File: src/svps_pkg.sv
// Package for the servo pulse stop supervisor: request and register codes,
// reset values, and the item, configuration and result structs.
// No dependencies; every other file in src imports it.
`default_nettype none

package svps_pkg;

  // Request codes carried by in_req_type.
  localparam logic [2:0] REQ_TICK   = 3'd0;
  localparam logic [2:0] REQ_UPDATE = 3'd1;
  localparam logic [2:0] REQ_GO     = 3'd2;
  localparam logic [2:0] REQ_STOP   = 3'd3;
  localparam logic [2:0] REQ_CLEAR  = 3'd4;

  // Configuration register indexes.
  localparam logic [2:0] CFG_STOP_CURRENT   = 3'd0;
  localparam logic [2:0] CFG_STOP_TIMEOUT   = 3'd1;
  localparam logic [2:0] CFG_LIMIT_ENABLES  = 3'd2;
  localparam logic [2:0] CFG_PULSE_TICKS    = 3'd3;
  localparam logic [2:0] CFG_CURRENT_GAIN   = 3'd4;
  localparam logic [2:0] CFG_CURRENT_OFFSET = 3'd5;
  localparam logic [2:0] CFG_VOLTAGE_GAIN   = 3'd6;
  localparam logic [2:0] CFG_VOLTAGE_OFFSET = 3'd7;

  // Configuration reset values.
  localparam logic [12:0] RST_STOP_CURRENT   = 13'd0;
  localparam logic [14:0] RST_STOP_TIMEOUT   = 15'd0;
  localparam logic [1:0]  RST_LIMIT_ENABLES  = 2'd0;
  localparam logic [15:0] RST_PULSE_TICKS    = 16'd8294;
  localparam logic [15:0] RST_CURRENT_GAIN   = 16'd4336;
  localparam logic [15:0] RST_CURRENT_OFFSET = 16'd1523;
  localparam logic [15:0] RST_VOLTAGE_GAIN   = 16'd11742;
  localparam logic [15:0] RST_VOLTAGE_OFFSET = 16'd15234;

  // Supervision thresholds.
  localparam logic [15:0] LOW_SUPPLY_MV = 16'd4500;
  localparam logic [14:0] INRUSH_TICKS  = 15'd20;

  typedef struct packed {
    logic [2:0]  req_type;
    logic [11:0] current_adc;
    logic [11:0] voltage_adc;
    logic        limit0_hit;
    logic        limit1_hit;
  } item_t;

  typedef struct packed {
    logic [12:0]        stop_current_ma;
    logic [14:0]        stop_timeout;
    logic [1:0]         limit_enables;
    logic [15:0]        pulse_ticks;
    logic [15:0]        current_gain;
    logic signed [15:0] current_offset;
    logic [15:0]        voltage_gain;
    logic signed [15:0] voltage_offset;
  } cfg_t;

  typedef struct packed {
    logic [15:0] pulse_width;
    logic        pulse_on;
    logic        is_stopped;
    logic        low_supply;
    logic [15:0] current_ma;
    logic [15:0] supply_mv;
    logic [14:0] elapsed_ticks;
  } res_t;

endpackage

`default_nettype wire

File: src/svps_scale.sv
// Calibration scaler: (gain * (16 * adc - offset)) >> 16, clamped to 0..65535.
// Depends on nothing but the package import style; used twice by svps_ctrl.
`default_nettype none

module svps_scale
  import svps_pkg::*;
(
  input  wire logic [11:0]        adc,
  input  wire logic [15:0]        gain,
  input  wire logic signed [15:0] offset,
  output logic [15:0]             scaled
);

  logic signed [18:0] diff;
  logic [16:0]        mag;
  logic [32:0]        prod;
  logic [16:0]        quo;

  // Largest difference is 16 * 4095 + 32768, which fits in 17 unsigned bits.
  assign diff = $signed({3'b000, adc, 4'b0000}) - 19'(offset);
  assign mag  = diff[16:0];
  assign prod = 33'(gain) * 33'(mag);
  assign quo  = prod[32:16];

  always_comb begin
    if (diff <= 19'sd0) begin
      scaled = 16'd0;
    end else if (quo[16]) begin
      scaled = 16'hFFFF;
    end else begin
      scaled = quo[15:0];
    end
  end

endmodule

`default_nettype wire

File: src/svps_ctrl.sv
// Supervisor state and per-item decision logic: holds the enable, stop, go
// and elapsed state and forms each result. Uses svps_pkg and svps_scale.
`default_nettype none

module svps_ctrl
  import svps_pkg::*;
(
  input  wire logic  clk,
  input  wire logic  rst_n,
  input  wire logic  step,
  input  wire item_t item,
  input  wire cfg_t  cfg,
  output res_t       res
);

  logic        enabled_r, enabled_nxt;
  logic        stopped_r, stopped_nxt;
  logic        go_pending_r, go_pending_nxt;
  logic        low_supply_r, low_supply_nxt;
  logic [14:0] elapsed_r, elapsed_nxt;
  logic [15:0] current_r, current_nxt;
  logic [15:0] voltage_r, voltage_nxt;

  logic [15:0] cur_scaled;
  logic [15:0] volt_scaled;
  logic        stop_now;
  logic [15:0] width;

  svps_scale u_cur_scale (
    .adc    (item.current_adc),
    .gain   (cfg.current_gain),
    .offset (cfg.current_offset),
    .scaled (cur_scaled)
  );

  svps_scale u_volt_scale (
    .adc    (item.voltage_adc),
    .gain   (cfg.voltage_gain),
    .offset (cfg.voltage_offset),
    .scaled (volt_scaled)
  );

  // The overcurrent check only counts once the inrush window has passed.
  assign stop_now = (cfg.limit_enables[0] && item.limit0_hit) ||
                    (cfg.limit_enables[1] && item.limit1_hit) ||
                    ((cfg.stop_current_ma != 13'd0) && (elapsed_r > INRUSH_TICKS) &&
                     (cur_scaled > {3'b000, cfg.stop_current_ma})) ||
                    ((cfg.stop_timeout != 15'd0) && (elapsed_r >= cfg.stop_timeout));

  always_comb begin
    enabled_nxt    = enabled_r;
    stopped_nxt    = stopped_r;
    go_pending_nxt = go_pending_r;
    low_supply_nxt = low_supply_r;
    elapsed_nxt    = elapsed_r;
    current_nxt    = current_r;
    voltage_nxt    = voltage_r;
    width          = 16'd0;
    unique case (item.req_type)
      REQ_TICK: begin
        if (enabled_r) begin
          elapsed_nxt = elapsed_r + 15'd1;
        end
      end
      REQ_UPDATE: begin
        current_nxt    = cur_scaled;
        voltage_nxt    = volt_scaled;
        low_supply_nxt = volt_scaled < LOW_SUPPLY_MV;
        stopped_nxt    = stop_now;
        if (stop_now) begin
          enabled_nxt = 1'b0;
        end else if (go_pending_r) begin
          enabled_nxt = 1'b1;
        end
        go_pending_nxt = 1'b0;
        width = enabled_nxt ? cfg.pulse_ticks : 16'd0;
      end
      REQ_GO: begin
        enabled_nxt    = 1'b0;
        current_nxt    = 16'd0;
        elapsed_nxt    = 15'd0;
        go_pending_nxt = 1'b1;
      end
      REQ_STOP: begin
        enabled_nxt    = 1'b0;
        go_pending_nxt = 1'b0;
      end
      REQ_CLEAR: begin
        current_nxt = 16'd0;
        elapsed_nxt = 15'd0;
      end
      default: begin
      end
    endcase
  end

  always_comb begin
    res.pulse_width   = width;
    res.pulse_on      = enabled_nxt;
    res.is_stopped    = stopped_nxt;
    res.low_supply    = low_supply_nxt;
    res.current_ma    = current_nxt;
    res.supply_mv     = voltage_nxt;
    res.elapsed_ticks = elapsed_nxt;
  end

  always_ff @(posedge clk) begin
    if (!rst_n) begin
      enabled_r    <= 1'b0;
      stopped_r    <= 1'b1;
      go_pending_r <= 1'b0;
      low_supply_r <= 1'b0;
      elapsed_r    <= 15'd0;
      current_r    <= 16'd0;
      voltage_r    <= 16'd0;
    end else if (step) begin
      enabled_r    <= enabled_nxt;
      stopped_r    <= stopped_nxt;
      go_pending_r <= go_pending_nxt;
      low_supply_r <= low_supply_nxt;
      elapsed_r    <= elapsed_nxt;
      current_r    <= current_nxt;
      voltage_r    <= voltage_nxt;
    end
  end

  // The pulse is only ever enabled by an update that found no stop condition.
  a_enabled_not_stopped: assert property (@(posedge clk) disable iff (!rst_n)
    !(enabled_r && stopped_r))
    else $error("pulse enabled while stopped");

  // A pending go always has the pulse disabled until the next update.
  a_pending_disabled: assert property (@(posedge clk) disable iff (!rst_n)
    go_pending_r |-> !enabled_r)
    else $error("go pending while pulse enabled");

  // Ticks taken while disabled must not advance the elapsed count.
  a_tick_idle: assert property (@(posedge clk) disable iff (!rst_n)
    (step && (item.req_type == REQ_TICK) && !enabled_r) |=> $stable(elapsed_r))
    else $error("elapsed count moved while disabled");

endmodule

`default_nettype wire

File: src/servo_pulse_stop_supervisor_unit.sv
// Top level of the servo pulse stop supervisor: handshake stages, the
// configuration register file and the svps_ctrl decision core.
// Uses svps_pkg, svps_ctrl and, through it, svps_scale.
// - Items arrive on the in_ channel (valid/ready). Each one is a tick, an
//   update carrying ADC readings and limit switch bits, or a go, stop or
//   clear command. Every item yields exactly one result item on out_.
// - An accepted item is captured in an input register. Once the output
//   register is free or being emptied, the decision core scales the readings,
//   evaluates the stop conditions and updates the supervisor state, and the
//   result lands in the output register, which drives out_valid.
// - Throughput is one item per clock while out_ready is high; the whole
//   decision, with both 16 x 17 bit calibration multiplies, is combinational.
// - When the receiver holds out_ready low, the result stays in the output
//   register and one more item waits in the input register; in_ready then
//   drops until the output register drains.
// - Configuration writes go through cfg_ (3-bit index, 16-bit data);
//   cfg_ready is always high. Write only while no item is in flight.
// - rst_n is synchronous and active low. It empties both stages, restores
//   the register defaults, disables the pulse and marks it stopped.
`default_nettype none

module servo_pulse_stop_supervisor_unit
  import svps_pkg::*;
(
  input  wire logic        clk,
  input  wire logic        rst_n,

  input  wire logic        in_valid,
  output logic             in_ready,
  input  wire logic [2:0]  in_req_type,
  input  wire logic [11:0] in_current_adc,
  input  wire logic [11:0] in_voltage_adc,
  input  wire logic        in_limit0_hit,
  input  wire logic        in_limit1_hit,

  output logic             out_valid,
  input  wire logic        out_ready,
  output logic [15:0]      out_pulse_width,
  output logic             out_pulse_on,
  output logic             out_is_stopped,
  output logic             out_low_supply,
  output logic [15:0]      out_current_ma,
  output logic [15:0]      out_supply_mv,
  output logic [14:0]      out_elapsed_ticks,

  input  wire logic        cfg_valid,
  output logic             cfg_ready,
  input  wire logic [2:0]  cfg_index,
  input  wire logic [15:0] cfg_data
);

  logic  in_v_r, in_v_nxt;
  logic  out_v_r, out_v_nxt;
  item_t item_r;
  res_t  res_r;
  res_t  res;
  cfg_t  cfg_r;
  logic  adv;

  // The input stage moves forward whenever the output register is free or
  // is being emptied in this cycle.
  assign adv      = in_v_r && (!out_v_r || out_ready);
  assign in_ready = !in_v_r || adv;
  assign cfg_ready = 1'b1;

  always_comb begin
    in_v_nxt = in_v_r;
    if (in_valid && in_ready) begin
      in_v_nxt = 1'b1;
    end else if (adv) begin
      in_v_nxt = 1'b0;
    end
    out_v_nxt = out_v_r;
    if (adv) begin
      out_v_nxt = 1'b1;
    end else if (out_ready) begin
      out_v_nxt = 1'b0;
    end
  end

  always_ff @(posedge clk) begin
    if (!rst_n) begin
      in_v_r  <= 1'b0;
      out_v_r <= 1'b0;
    end else begin
      in_v_r  <= in_v_nxt;
      out_v_r <= out_v_nxt;
    end
  end

  always_ff @(posedge clk) begin
    if (in_valid && in_ready) begin
      item_r.req_type    <= in_req_type;
      item_r.current_adc <= in_current_adc;
      item_r.voltage_adc <= in_voltage_adc;
      item_r.limit0_hit  <= in_limit0_hit;
      item_r.limit1_hit  <= in_limit1_hit;
    end
    if (adv) begin
      res_r <= res;
    end
  end

  // Configuration register file. Every 3-bit index names a register.
  always_ff @(posedge clk) begin
    if (!rst_n) begin
      cfg_r.stop_current_ma <= RST_STOP_CURRENT;
      cfg_r.stop_timeout    <= RST_STOP_TIMEOUT;
      cfg_r.limit_enables   <= RST_LIMIT_ENABLES;
      cfg_r.pulse_ticks     <= RST_PULSE_TICKS;
      cfg_r.current_gain    <= RST_CURRENT_GAIN;
      cfg_r.current_offset  <= RST_CURRENT_OFFSET;
      cfg_r.voltage_gain    <= RST_VOLTAGE_GAIN;
      cfg_r.voltage_offset  <= RST_VOLTAGE_OFFSET;
    end else if (cfg_valid && cfg_ready) begin
      unique case (cfg_index)
        CFG_STOP_CURRENT:   cfg_r.stop_current_ma <= cfg_data[12:0];
        CFG_STOP_TIMEOUT:   cfg_r.stop_timeout    <= cfg_data[14:0];
        CFG_LIMIT_ENABLES:  cfg_r.limit_enables   <= cfg_data[1:0];
        CFG_PULSE_TICKS:    cfg_r.pulse_ticks     <= cfg_data;
        CFG_CURRENT_GAIN:   cfg_r.current_gain    <= cfg_data;
        CFG_CURRENT_OFFSET: cfg_r.current_offset  <= cfg_data;
        CFG_VOLTAGE_GAIN:   cfg_r.voltage_gain    <= cfg_data;
        CFG_VOLTAGE_OFFSET: cfg_r.voltage_offset  <= cfg_data;
        default: begin
        end
      endcase
    end
  end

  svps_ctrl u_ctrl (
    .clk   (clk),
    .rst_n (rst_n),
    .step  (adv),
    .item  (item_r),
    .cfg   (cfg_r),
    .res   (res)
  );

  assign out_valid         = out_v_r;
  assign out_pulse_width   = res_r.pulse_width;
  assign out_pulse_on      = res_r.pulse_on;
  assign out_is_stopped    = res_r.is_stopped;
  assign out_low_supply    = res_r.low_supply;
  assign out_current_ma    = res_r.current_ma;
  assign out_supply_mv     = res_r.supply_mv;
  assign out_elapsed_ticks = res_r.elapsed_ticks;

  // An item waiting behind a stalled result must stay in the input stage.
  a_input_holds: assert property (@(posedge clk) disable iff (!rst_n)
    (in_v_r && out_v_r && !out_ready) |=> (in_v_r && $stable(item_r)))
    else $error("queued item lost while output stalled");

  // A nonzero pulse width is only reported with the pulse enabled.
  a_width_needs_on: assert property (@(posedge clk) disable iff (!rst_n)
    (out_v_r && (res_r.pulse_width != 16'd0)) |-> res_r.pulse_on)
    else $error("pulse width reported while disabled");

  // Each item that leaves the input stage produces a result next cycle.
  a_adv_fills_out: assert property (@(posedge clk) disable iff (!rst_n)
    adv |=> out_v_r)
    else $error("result register not loaded");

endmodule

`default_nettype wire

File: config.mk
export PLATFORM = sky130hd
export DESIGN_NAME = servo_pulse_stop_supervisor_unit
export DESIGN_NICKNAME = d
export VERILOG_FILES = /design/src/svps_pkg.sv /design/src/svps_scale.sv /design/src/svps_ctrl.sv /design/src/servo_pulse_stop_supervisor_unit.sv
export SDC_FILE = /design/constraint.sdc
export NUM_CORES = 2
export LEC_CHECK = 0
export BUFFER_PORTS_ARGS = -buffer_cell sky130_fd_sc_hd__buf_2
export CORE_MARGIN = 2
export CORE_UTILIZATION = 45
export DETAILED_ROUTE_END_ITERATION = 10
export REMOVE_ABC_BUFFERS = 1
export SYNTH_ARGS = -nofsm -noshare
export SYNTH_HDL_FRONTEND = slang
export SYNTH_SLANG_ARGS = --single-unit
File: constraint.sdc
create_clock -name clk -period 27.7 [get_ports clk]
set_input_delay 2.77 -clock clk [delete_from_list [all_inputs] [get_ports clk]]
set_output_delay 2.77 -clock clk [all_outputs]
set_load 0.05 [all_outputs]
Word-level counts from Yosys, hierarchy flattened
Index checks and enable logic that the tools add are counted.

Output and inout bits: 69. Flip-flop bits (word level): 258. Logic and storage cells: 104. Input bits: 53.

Eq/ne operators: 11. $lt $le $gt $ge: 6. Reductions and logical operators: 34. $add $sub $neg: 3. Multiply operators: 2. Muxes and demuxes: 19.

Operators with widths (count): 16-bit two-way mux (5); 16-bit by 17-bit multiplier with 33-bit output (2); 19-bit by 1-bit <= comparator with 1-bit output, second input constant (2); 17-bit by 16-bit subtractor with 18-bit output (2); 16-bit one-hot mux with 2 select lines (1); 15-bit one-hot mux with 2 select lines (1); 2-bit AND reduction (10); 16-bit by 13-bit > comparator with 1-bit output (1); 16-bit by 13-bit less-than comparator with 1-bit output, second input constant (1); 15-bit by 1-bit adder with 15-bit output, second input constant (1); 3-bit equality test, second input constant (5); 15-bit greater-or-equal comparator (1); 15-bit by 5-bit > comparator with 1-bit output, second input constant (1); 15-bit two-way mux (1); 15-bit nonzero test (1); 13-bit nonzero test (1); 3-bit by 2-bit equality test with 1-bit output, second input constant (4); 1-bit two-way mux (9); 1-bit logical AND (7); 3-bit by 1-bit equality test with 1-bit output, second input constant (2); 3-bit logical NOT (2); 2-bit nonzero test (3); 2-bit OR reduction (3); 1-bit logical OR (5); other kinds (2) (4).

Logic depth before layout (Yosys ltp)
Word-level depth: 11. Mapped depth: 44. Depth with buffers taken out: 40.

Cells and area by module
From an unflattened synthesis, not the netlist that was laid out.

Cell total of the unflattened synthesis: 3227. Area total of the unflattened synthesis: 30175.2 um2.

Modules (own cells, without submodules): svps_scale at u_ctrl.u_volt_scale (times used 1, area each 9718.1 um2, sequential area each 0.0 um2, cells an instance 1138); svps_scale at u_ctrl.u_cur_scale (times used 1, area each 9449.1 um2, sequential area each 0.0 um2, cells an instance 1078); servo_pulse_stop_supervisor_unit (times used 1, area each 7241.9 um2, sequential area each 5094.9 um2, cells an instance 509); svps_ctrl (times used 1, area each 3766.1 um2, sequential area each 1021.0 um2, cells an instance 502).

Worst setup path after synthesis
OpenSTA, ideal clock, no wires.

Path kind: reg-to-reg. From: reg item_r[14] (netlist bit). To: reg res_r (netlist bit out_pulse_width[10]) (data pin). Period minus slack after synthesis: 9681 ps. Setup slack: 18019 ps. Setup time: 131 ps. Stages on the path, launching flop included: 41. Arrival time: 9551 ps. Required time: 27569 ps. Path buffers: 4. Cell sequence: edfxtp_1 > ha_1 > nor3b_1 > nand4_1 > a211oi_2 > nor4_1 > nor3_1 > clkbuf_1 > nand2_1 > fa_1 > fa_1 > inv_1 > fa_1 > fa_1 > fa_1 > inv_1 > fa_1 > inv_1 > [... 5 more ...] > o21ai_0 > a311oi_1 > xnor2_1 > clkbuf_1 > nor2_1 > nor2b_1 > ha_1 > nor2b_1 > o21a_1 > o21a_1 > o221ai_1 > a21o_1 > inv_1 > o41a_1 > a2bb2oi_1 > nor2_2 > clkbuf_2 > and2_1.

Word-level cells in the longest chain between the ends: 11. Elaborated cells between the ends (all ways): 12. Classes of those cells: add/sub (1); mul (1); order compare (2); mux (4); reduce/logical (4).

Ends and longest elaborated chain: from (decl) (line servo_pulse_stop_supervisor_unit.sv:54) `item_t item_r;`; 17-bit by 16-bit subtractor with 18-bit output (*) (line svps_scale.sv:20) `assign diff = $signed({3'b000, adc, 4'b0000}) - 19'(offset);`; 16-bit by 17-bit multiplier with 33-bit output (line svps_scale.sv:22) `assign prod = 33'(gain) * 33'(mag);`; 16-bit two-way mux (line svps_scale.sv:28) `end else if (quo[16]) begin`; 16-bit two-way mux (*) (line svps_scale.sv:26) `if (diff <= 19'sd0) begin`; 16-bit by 13-bit > comparator with 1-bit output (*) (line svps_ctrl.sv:47) `(cur_scaled > {3'b000, cfg.stop_current_ma})) ||`; 1-bit logical AND (*) (line svps_ctrl.sv:46) `((cfg.stop_current_ma != 13'd0) && (elapsed_r > INRUSH_TICKS) &&`; 1-bit logical OR (*) (line svps_ctrl.sv:45) `(cfg.limit_enables[1] && item.limit1_hit) ||`; 1-bit logical OR (*) (line svps_ctrl.sv:47); 1-bit two-way mux (*) (line svps_ctrl.sv:70) `if (stop_now) begin`; 1-bit two-way mux (*) (line svps_ctrl.sv:59) `unique case (item.req_type)`; 2-bit AND reduction (no line) (*); to (signal assigned) (line servo_pulse_stop_supervisor_unit.sv:100) `res_r <= res;`; to (decl) (line servo_pulse_stop_supervisor_unit.sv:55) `res_t res_r;`.

Mark *: on every way between the ends. The rest lies on a longest branch, timed or not. The select of a mux whose other input is x is not followed. A chain may end at the register's enable or synchronous reset.

Final worst setup path
From: reg item_r[14] (netlist bit). To: reg res_r (netlist bit out_pulse_width[5]) (data pin).

Same word-level chain as after synthesis.

==> flow_results.org <==
** Outcome
- The flow ran to the end, and the final reports show no timing, DRC or antenna violations.

** Setup path
- Of all nets on the critical path, the largest fanout is 18.
- On the worst path, the slowest cell contributes a delay of 890 ps.
- CP endpoint kind :: flop
- Dominant cell type by count on the critical path :: sky130_fd_sc_hd__fa_1
- Crit. path cell count :: 36
- Measured in cells, the most critical reg-to-reg path has a length of 36.
- Setup slack, reg-to-reg :: 16750 ps
- Capture point of the worst path :: out_pulse_width[5]
- Launch point of the worst path :: item_r[14]
- Counting both buffers and inverters, the worst setup path holds a total of 5.
- Cell with the biggest individual delay on the critical path :: sky130_fd_sc_hd__xor2_2
- Data arrival, critical path :: 11440 ps
- Reg-to-reg startpoint :: item_r[14]
- Start-to-end type of the worst setup path :: reg -> reg
- Critical path data required time :: 28190 ps
- Reg-to-reg endpoint :: out_pulse_width[5]
- Largest delay share family, worst path :: adder cells
- Kind of start point of the critical path :: flop

** Placed design
- The congestion estimate from routability-driven global placement came to 0.904.
- The count of buffers added on input and output ports is 120.
- Worst setup slack before clock tree synthesis :: 16880 ps
- DP HPWL :: 62200 um
- In this run, placement finished with an instance count of 4283.

** STA
- The final-report max-slew violation count was 0.
- Final clock skew :: 11.6 ps
- Total negative slack for setup checks :: 0 ps
- Worst hold margin :: 457 ps
- Final critical path time including I/O delays and setup :: 10950 ps
- After layout, the worst setup slack is 16750 ps.
- Setup repair after global routing missed its margin :: false
- For the pin with the worst max-slew slack, the measured transition is 1360 ps.
- Derived from the worst setup path, the maximum achievable clock frequency is 91.3 MHz.
- Worst relative slew slack :: 0.0891
- Total setup violations reported at the end of the flow :: 0
- Of the available clock period, the critical path in the final layout requires 0.395.
- Hold Violations, Final :: 0

** Synthesis
- Syn avg cell area :: 8.76 um2
- The most used flip-flop cell after synthesis is sky130_fd_sc_hd__dfxtp_1.
- The cell area that synthesis handed to floorplanning was 0.0300 mm2.
- Counting flops with an async set or reset pin after synthesis yields a share of 0.
- Of the synthesized area, sequential elements account for 0.204.
- Yosys warnings :: 0
- In this run, synthesis inferred 95 flip-flops with an integrated enable.
- Count of unique library cells instantiated by Yosys :: 82
- Gate count of the mapped netlist :: 3425
- Post-synthesis register bit count :: 258

** Global route
- Across every metal layer, demand over resource in global routing totals 0.247.
- Pin count of the biggest net entering global routing :: 92
- Via count of the first global-routing pass :: 23600
- The first global-routing pass estimated 132000 um of wire.
- Total congestion overflow :: 0
- The number of antenna violations at the first check in global routing is 5.

** Layout
- For this run, the post-layout net count is 4181.
- Signed area change from the synthesized netlist to the final layout :: 8.52%
- Of the cells placed in the final design, the portion with a size suffix greater than 1 is 0.0699.
- Non-filler instance count after layout :: 4342
- Sequential cell area :: 0.00612 mm2
- The multi-input combinational cells in the finished layout cover a total of 0.0214 mm2.
- The filler cells instantiated in the layout total 6346.

** Clock tree
- Number of buffers inserted during clock tree synthesis :: 31
- In this run, post-CTS hold repair placed 0 buffers.
- The cell sitting at the root of the clock tree is a sky130_fd_sc_hd__clkbuf_16.
- In this run the number of H-tree levels came out at 1.
- Latest clock arrival within the worst-skew pair :: 620 ps
- CTS max path bufs :: 3
- TritonCTS built the clock tree.
- Post-cts gate resize count :: 0
- For this design, the sink count on the clock tree is 258.
- Number of setup buffers added after CTS :: 0
- Clock transition at the register clock pins on the worst setup and hold paths after CTS :: 60 ps

** Floorplan
- Measured along the x axis, the die boundary spans 262 um.
- Height of the chip :: 262 um
- Boundary pin count :: 122
- Num rows :: 94
- Initial core utilization :: 0.455
- The die covers 0.0687 mm2.
- Core Region :: 0.0659 mm2

** Drt
- The final layout contains routed wiring with a total length of 82300 um.
- The routed design uses 36600 um of met2 wire.
- After detailed routing, the average wire length per cell comes to 18.9 um.
- DR WL met3 :: 5740 um
- For this run, the detailed router's first-pass iteration total came to 5.
- In this run the top signal layer used is met5.
- Drc violations :: 0
- Via count :: 23300
- The count of nets left with antenna violations once routing finished came out at 0.
- First-iteration detailed-routing DRC count :: 1557
- Via-to-Cell Ratio :: 5.36
- The detailed router put a total of 37800 um of wire on met1.

** Job
- MaxCap Viol Count :: 0

** Min path
- Worst min-delay path category :: reg -> reg
[registers in the layout, indices dropped and copies added, names as in the netlist, 16 cells and up]
name,flops
cfg_r,110
item_r,29
out_current_ma,16
out_pulse_width,16
out_supply_mv,16
u_ctrl.current_r,16
u_ctrl.voltage_r,16
[worst min path at each step]
stage / from / end / cells past startpoint
final: u_ctrl.current_r[11] / u_ctrl.current_r[11] / 2
after global routing: u_ctrl.current_r[13] / u_ctrl.current_r[13] / 2
after CTS: u_ctrl.current_r[11] / u_ctrl.current_r[11] / 2
after detailed placement: u_ctrl.current_r[11] / u_ctrl.current_r[11] / 2
after global placement: cfg_r[65] / cfg_r[65] / 2
after floorplan: u_ctrl.current_r[12] / u_ctrl.current_r[12] / 2
[area by class of cell]
cell class	count	share of cell area
Multi-Input combinational cell	2471	0.658
Sequential cell	258	0.188
Inverter	539	0.0622
Tap cell	864	0.0332
Clock buffer	41	0.0285
Timing Repair Buffer	151	0.0257
Clock inverter	17	0.00473
Antenna cell	1	0.0000769
[cells in the mapped netlist, types with 5 or more instances]
cell / count / area (um2)
sky130_fd_sc_hd__nor2b_1: 22 / 138
sky130_fd_sc_hd__a22o_1: 16 / 140
sky130_fd_sc_hd__a31oi_1: 10 / 62.6
sky130_fd_sc_hd__nand2b_1: 14 / 87.6
sky130_fd_sc_hd__o22ai_1: 6 / 37.5
sky130_fd_sc_hd__mux2i_1: 5 / 50.1
sky130_fd_sc_hd__o21bai_1: 5 / 37.5
sky130_fd_sc_hd__or3_1: 8 / 50.1
sky130_fd_sc_hd__a21o_1: 37 / 278
sky130_fd_sc_hd__o31ai_1: 6 / 45.0
sky130_fd_sc_hd__nor3b_1: 19 / 143
sky130_fd_sc_hd__xnor2_1: 38 / 333
sky130_fd_sc_hd__fa_1: 414 / 8290
sky130_fd_sc_hd__inv_1: 539 / 2020
sky130_fd_sc_hd__nor3_1: 26 / 130
sky130_fd_sc_hd__o21a_1: 23 / 173
sky130_fd_sc_hd__and2_1: 239 / 1500
sky130_fd_sc_hd__and3_1: 22 / 138
sky130_fd_sc_hd__or4_1: 5 / 37.5
sky130_fd_sc_hd__nand3_1: 64 / 320
sky130_fd_sc_hd__nor2_1: 100 / 375
sky130_fd_sc_hd__nand2_1: 683 / 2560
sky130_fd_sc_hd__o211ai_1: 24 / 180
sky130_fd_sc_hd__xor2_1: 23 / 201
sky130_fd_sc_hd__buf_1: 6 / 22.5
sky130_fd_sc_hd__a21boi_0: 83 / 623
sky130_fd_sc_hd__nor4_1: 11 / 68.8
sky130_fd_sc_hd__ha_1: 262 / 3280
sky130_fd_sc_hd__edfxtp_1: 95 / 2850
sky130_fd_sc_hd__a21oi_1: 74 / 370
sky130_fd_sc_hd__a211oi_1: 16 / 120
sky130_fd_sc_hd__nand4_1: 26 / 163
sky130_fd_sc_hd__a311oi_1: 5 / 43.8
sky130_fd_sc_hd__clkbuf_1: 143 / 537
sky130_fd_sc_hd__o21ai_0: 104 / 521
sky130_fd_sc_hd__dfxtp_1: 163 / 3260
[worst min-delay path, delay by kind of cell, from the launching register on]
kind | cells | cell delay, ps
compound gates | 1 | 60
flops | 1 | 320
simple gates | 1 | 40
[placed cells by master, fill, tap and decap left out, types with 26 or more instances in the layout]
cell,Yosys,layout
sky130_fd_sc_hd__a21boi_0,83,83
sky130_fd_sc_hd__a21o_1,37,37
sky130_fd_sc_hd__a21oi_1,74,73
sky130_fd_sc_hd__and2_1,239,238
sky130_fd_sc_hd__buf_2,4,119
sky130_fd_sc_hd__buf_4,1,32
sky130_fd_sc_hd__clkbuf_16,0,35
sky130_fd_sc_hd__dfxtp_1,163,163
sky130_fd_sc_hd__edfxtp_1,95,95
sky130_fd_sc_hd__fa_1,414,414
sky130_fd_sc_hd__ha_1,262,262
sky130_fd_sc_hd__inv_1,539,538
sky130_fd_sc_hd__nand2_1,683,683
sky130_fd_sc_hd__nand3_1,64,64
sky130_fd_sc_hd__nand4_1,26,26
sky130_fd_sc_hd__nor2_1,100,99
sky130_fd_sc_hd__o21ai_0,104,104
sky130_fd_sc_hd__xnor2_1,38,28
[routing by layer]
| metal | up-vias | global-route usage |
|---|---|---|
| met4 | 8 | 0.0639 |
| met1 | 11500 | 0.353 |
| met5 | - | 0 |
| met3 | 101 | 0.0453 |
| li1 | 11000 | - |
| met2 | 624 | 0.385 |
[cell families (layout without fill, tap and decap cells)]
group | count (synthesis) | in the layout | share of synthesized area
buf+inv | 696 | 748 | 0.0879
mux | 6 | 6 | 0.00204
simple gates | 1261 | 1261 | 0.197
fa+ha+maj | 676 | 676 | 0.386
other cells | 1 | 2 | 0.000125
compound gates | 466 | 466 | 0.106
flops | 258 | 258 | 0.204
xor+xnor | 61 | 61 | 0.0178
[through the flow]
| step | utilization | instance area [um2] |
|---|---|---|
| 5_1_grt | 0.494 | 32500 |
| 2_1_floorplan | - | 29400 |
| 4_1_cts | 0.494 | 32500 |
| 3_5_place_dp | 0.478 | 31500 |
| 6_report | 0.494 | 32500 |
| 3_3_place_gp | 0.478 | 31500 |
Power is left out: the tool's default activity adds up to more than one toggle a clock period on the data nets, which glitch-free logic cannot reach.
